File: config.mk
export PLATFORM = sky130hd
export DESIGN_NAME = mseu_ctrl
export DESIGN_NICKNAME = d
export VERILOG_FILES = /design/src/sv/mseu_pkg.sv /design/src/sv/mseu_ctrl.sv
export VERILOG_INCLUDE_DIRS = /design/src /design/src/sv
export SDC_FILE = /design/constraint.sdc
export NUM_CORES = 1
export LEC_CHECK = 0
export BUFFER_PORTS_ARGS = -buffer_cell sky130_fd_sc_hd__buf_2
export CAP_MARGIN = 20
export CORE_AREA = 4 4 41 43
export CTS_CLUSTER_DIAMETER = 60
export DETAILED_ROUTE_END_ITERATION = 7
export DIE_AREA = 0 0 45 47
export SYNTH_ARGS = -nofsm -noshare
export SYNTH_HDL_FRONTEND = slang
export SYNTH_SLANG_ARGS = --single-unit
export TNS_END_PERCENT = 5
File: constraint.sdc
create_clock -name i_clk -period 1.05 [get_ports i_clk]
set_input_delay 0.21 -clock i_clk [delete_from_list [all_inputs] [get_ports i_clk]]
set_output_delay 0.21 -clock i_clk [all_outputs]
set_load 0.02 [all_outputs]
File: src/sv/mips_subset_execute_unit_top_defines.svh
// Assertion macros shared by the execute unit RTL.
// Included by the modules that carry concurrent checks; no other dependencies.
`ifndef MIPS_SUBSET_EXECUTE_UNIT_TOP_DEFINES_SVH
`define MIPS_SUBSET_EXECUTE_UNIT_TOP_DEFINES_SVH
`ifndef SYNTHESIS
// same-cycle implication, disabled while in reset
`define MSEU_ASSERT_IMPL(lbl, clk, rst_n, ante, cons, msg) \
    lbl: assert property (@(posedge clk) disable iff (!rst_n) (ante) |-> (cons)) \
        else $error(msg);
// next-cycle implication, disabled while in reset
`define MSEU_ASSERT_NEXT(lbl, clk, rst_n, ante, cons, msg) \
    lbl: assert property (@(posedge clk) disable iff (!rst_n) (ante) |=> (cons)) \
        else $error(msg);
`else
`define MSEU_ASSERT_IMPL(lbl, clk, rst_n, ante, cons, msg)
`define MSEU_ASSERT_NEXT(lbl, clk, rst_n, ante, cons, msg)
`endif
`endif

File: src/sv/mseu_pkg.sv
// Shared types and constants of the MIPS subset execute unit.
// No dependencies; used by controller, datapath and top level.
package mseu_pkg;

    // item operation codes
    localparam logic [1:0] OP_INIT = 2'd0;
    localparam logic [1:0] OP_EXEC = 2'd1;
    localparam logic [1:0] OP_LOAD = 2'd2;

    // status codes
    localparam logic [2:0] ST_OK     = 3'd0;
    localparam logic [2:0] ST_JR_MIS = 3'd1;
    localparam logic [2:0] ST_UNDEF  = 3'd2;
    localparam logic [2:0] ST_FAULT  = 3'd3;
    localparam logic [2:0] ST_HALT   = 3'd4;

    // primary opcodes
    localparam logic [5:0] OPC_RTYPE = 6'h00;
    localparam logic [5:0] OPC_J     = 6'h02;
    localparam logic [5:0] OPC_JAL   = 6'h03;
    localparam logic [5:0] OPC_BEQ   = 6'h04;
    localparam logic [5:0] OPC_BNE   = 6'h05;
    localparam logic [5:0] OPC_BLEZ  = 6'h06;
    localparam logic [5:0] OPC_BGTZ  = 6'h07;
    localparam logic [5:0] OPC_ADDI  = 6'h08;
    localparam logic [5:0] OPC_LUI   = 6'h0F;
    localparam logic [5:0] OPC_LW    = 6'h23;
    localparam logic [5:0] OPC_SW    = 6'h2B;

    // R-type function codes
    localparam logic [5:0] FN_SLL     = 6'h00;
    localparam logic [5:0] FN_SRL     = 6'h02;
    localparam logic [5:0] FN_JR      = 6'h08;
    localparam logic [5:0] FN_SYSCALL = 6'h0C;
    localparam logic [5:0] FN_MFHI    = 6'h10;
    localparam logic [5:0] FN_MFLO    = 6'h12;
    localparam logic [5:0] FN_MULT    = 6'h18;
    localparam logic [5:0] FN_DIV     = 6'h1A;
    localparam logic [5:0] FN_ADD     = 6'h20;
    localparam logic [5:0] FN_SUB     = 6'h22;
    localparam logic [5:0] FN_AND     = 6'h24;
    localparam logic [5:0] FN_OR      = 6'h25;
    localparam logic [5:0] FN_XOR     = 6'h26;
    localparam logic [5:0] FN_SLT     = 6'h2A;

    // register indexes
    localparam logic [4:0] REG_SP = 5'd29;
    localparam logic [4:0] REG_RA = 5'd31;

    // reset values of the configuration registers
    localparam logic [31:0] TEXT_LIMIT_RST = 32'd4096;
    localparam logic [31:0] STACK_TOP_RST  = 32'd65532;

    // configuration register indexes
    localparam logic CFG_TEXT_LIMIT = 1'b0;
    localparam logic CFG_STACK_TOP  = 1'b1;

    // controller to datapath commands
    typedef struct packed {
        logic ld_item;
        logic commit;
        logic div_start;
        logic fin_commit;
    } t_cmd;

    // datapath to controller status
    typedef struct packed {
        logic is_div;
        logic div_done;
        logic out_free;
    } t_sts;

    // one result item
    typedef struct packed {
        logic [2:0]  status;
        logic [31:0] next_pc;
        logic        mem_read;
        logic        mem_write;
        logic [31:0] mem_addr;
        logic [31:0] mem_wdata;
        logic        reg_write_en;
        logic [4:0]  reg_write_index;
        logic [31:0] reg_write_value;
        logic        awaiting_load;
    } t_res;

endpackage

File: src/sv/mseu_ctrl.sv
// Sequencer of the execute unit: accept, execute, divide wait, finish.
// Uses mseu_pkg command and status structs.
`include "mips_subset_execute_unit_top_defines.svh"
module mseu_ctrl (
    input  logic            i_clk,
    input  logic            i_rst_n,
    input  logic            i_in_valid,
    output logic            o_in_ready,
    input  mseu_pkg::t_sts  i_sts,
    output mseu_pkg::t_cmd  o_cmd
);

    localparam logic [1:0] S_IDLE = 2'd0;
    localparam logic [1:0] S_EXEC = 2'd1;
    localparam logic [1:0] S_DIVW = 2'd2;
    localparam logic [1:0] S_FIN  = 2'd3;

    logic [1:0] r_state;
    logic [1:0] n_state;

    assign o_in_ready = (r_state == S_IDLE);

    // next state and commands
    always_comb begin
        n_state = r_state;
        o_cmd   = '0;
        case (r_state)
            S_IDLE: begin
                if (i_in_valid) begin
                    o_cmd.ld_item = 1'b1;
                    n_state       = S_EXEC;
                end
            end
            S_EXEC: begin
                if (i_sts.is_div) begin
                    o_cmd.div_start = 1'b1;
                    n_state         = S_DIVW;
                end else if (i_sts.out_free) begin
                    o_cmd.commit = 1'b1;
                    n_state      = S_IDLE;
                end
            end
            S_DIVW: begin
                if (i_sts.div_done) begin
                    n_state = S_FIN;
                end
            end
            S_FIN: begin
                if (i_sts.out_free) begin
                    o_cmd.fin_commit = 1'b1;
                    n_state          = S_IDLE;
                end
            end
            default: n_state = S_IDLE;
        endcase
    end

    always_ff @(posedge i_clk) begin
        if (!i_rst_n) begin
            r_state <= S_IDLE;
        end else begin
            r_state <= n_state;
        end
    end

    `MSEU_ASSERT_IMPL(a_commit_free, i_clk, i_rst_n, o_cmd.commit || o_cmd.fin_commit, i_sts.out_free, "result loaded while output busy")
    `MSEU_ASSERT_NEXT(a_div_fin, i_clk, i_rst_n, r_state == S_DIVW && i_sts.div_done, r_state == S_FIN, "divide done not followed by finish")
    `MSEU_ASSERT_IMPL(a_start_exec, i_clk, i_rst_n, o_cmd.div_start, r_state == S_EXEC, "divide started outside execute")

endmodule

==> run metrics <==
yosys warns 0; FF-to-FF setup slack about 60 ps; Period minus WS final between 1000 and 1500 ps; crit path cell chain nor2_4 > and2_4 > buf_6; final cycle utilization of the critical path 1.10; Largest register FFs 2; grt total ovfl 0; Max-cap violations 0; TritonRoute pass-1 iters 1; Worst Path Buf+Inv 1; Syn-to-layout area delta 143%; startpoint types register; Clock transition at path regs around 30 ps; Starting Density 0.0971; Final Net Count 40; DRC 0; Die Ht ~47 um; r2r endpoint r_state[0]$_SDFFE_PN0P_; Worst setup EP type output port; vias 170; CTS root buf clkbuf_4; crit path kind register to output port; Inserted Clock Buffers 3; sequential-to-total area share from yosys stat 0.317; Hold Crit Depth 3; Max Clk Rate a little under 0.9 GHz; Post-CTS Hold Buffers 0; maximum VDD drop ~240 uV; Max stage delay on crit path 360 ps; CTS tree yes; WP data required 840 ps; Slew @ Worst Pin 165 ps; largest net degree at the start of global routing 7; top flop regs r_state: 2 flops; vias per cell 3.62; Fill cells 155; Slew Viols, Final 0; die width 45 um; Setup WS post-layout -103 ps; core area 0.00130 mm^2; Min-Delay Endpoint r_state[0]$_SDFFE_PN0P_; violated checks negative setup slack; Top reg by flops r_state; Setup violations, final 4; critical path arrival between 900 and 1000 ps; relative slew slack 0.890; Total GRT Usage 0.0591; Max FO, Critical Path 5; Cell Pwr Density about 1400 mW/mm^2; vias in the first global route about 190; # rows 13; post-route cell area between 300 and 400 um^2; post-synth net total 22; share of cells above drive strength 1 0.875; Initial DRC Count 0; Clock Latency Late Sink 230 ps; Place WS 16.7 ps; Final Hold Fails 0; Die ar. about 0.0021 mm^2; status finished with violations; Routed WL per cell 9.26 um; Netlist cell types 11; worst r2r src r_state[0]$_SDFFE_PN0P_; IO buf count 10; mapped cell area 126 um^2; io pins 11; clock tree buffer depth 2; final core utilization 0.236; initial antenna violation count 0; Syn Area/Cell between 7 and 8 um^2; number of antenna-violating nets in the routed design 0; Post-Synthesis Cells 16; Non-Filler Instances 47; Power, Total 0.419 mW; drt total wl 435 um; clock tree sinks 2; CP delay by family, top flip-flops; first-pass GRT wire length 779 um; RSZ-0062 raised after global routing true; hold wc startpoint i_rst_n; CP max stage cell dfxtp_4; CTS H-tree depth 1; Synth Register Bits 2; LEAKAGE 0.137 nW; placed standard-cell area 218 um^2; final clock skew 5.99 ps; GPL Wtd Cong 0.650; Reg2Reg Depth 4; Hold Path Class primary input to register; Antenna diodes 0; post-placement cell count 43
-- cell families (layout without fill, tap and decap cells) --
logic type / after synthesis / in the layout / synth area share
buf+inv: 0 / 16 / 0
simple gates: 11 / 11 / 0.475
flops: 2 / 2 / 0.317
compound gates: 3 / 3 / 0.208
-- worst register-to-register path: cells and delay by family (launching register included) --
| family | cells | cell delay, ps |
|---|---|---|
| buf+inv | 1 | 140 |
| flops | 1 | 360 |
| simple gates | 1 | 210 |
| compound gates | 2 | 170 |
-- per-layer routing --
layer | track usage | share of wire
met1 | 0.0384 | 0.29
met2 | 0.0932 | 0.62
met3 | 0.0498 | 0.087
met4 | 0.0702 | 0
met5 | 0 | 0
-- area by class of cell --
cell class                 instances  area, um^2  area share
clock buffer                       3        22.5      0.0735
sequential                         2        47.5       0.155
timing repair buffer              13         104       0.339
multi-input combinational         14         114       0.371
tap                               15        18.8      0.0612
-- through the flow --
stage,TNS [ps],hold WS (ps)
floorplan,-47.7,352
global placement,0,484
detailed placement,0,475
CTS,-427,223
global route,-600,236
finish,-374,225
-- synthesized netlist by cell type --
cell type / instances / share of area
nor2_1: 3 / 0.089
and3_2: 1 / 0.059
nor3_1: 1 / 0.040
a211oi_2: 1 / 0.099
or2_1: 1 / 0.050
nand2_1: 3 / 0.089
a21oi_2: 1 / 0.069
nor3b_2: 1 / 0.099
dfxtp_1: 2 / 0.32
a21oi_1: 1 / 0.040
and2_1: 1 / 0.050
-- worst max-delay path by stage --
stage | from | endpoint | slack (ps) | cells after the start
floorplan | r_state[1]$_SDFFE_PN0P_ | o_cmd[3] | -50 | 2
global placement | r_state[0]$_SDFFE_PN0P_ | o_cmd[1] | 60 | 3
detailed placement | r_state[0]$_SDFFE_PN0P_ | o_cmd[2] | 20 | 3
CTS | r_state[0]$_SDFFE_PN0P_ | o_cmd[0] | -100 | 2
global route | r_state[0]$_SDFFE_PN0P_ | o_cmd[2] | -170 | 3
finish | r_state[1]$_SDFFE_PN0P_ | o_cmd[3] | -100 | 3
-- placed cells by master, fill, tap and decap left out --
cell type	count
a211oi_2	1
a21oi_1	1
a21oi_2	1
and2_4	1
and3_2	1
buf_2	5
buf_4	3
buf_6	5
clkbuf_4	3
dfxtp_4	2
nand2_1	1
nand2_2	2
nor2_1	1
nor2_4	2
nor3_2	1
nor3b_2	1
or2_1	1
-- where the power goes --
group,internal [mW],leakage [nW],switching (mW)
registers,0.0855,0.0178,0.0164
clock network,0.127,0.0138,0.0508
logic,0.0758,0.106,0.0635
-- timing repair --
item,in CTS,in global routing
endpoints found under the setup margin,5,6
gates resized for setup,18,2
setup buffers,1,0
pin swaps,2,2
gates cloned,0,0
(Power assumes the default switching activity.)
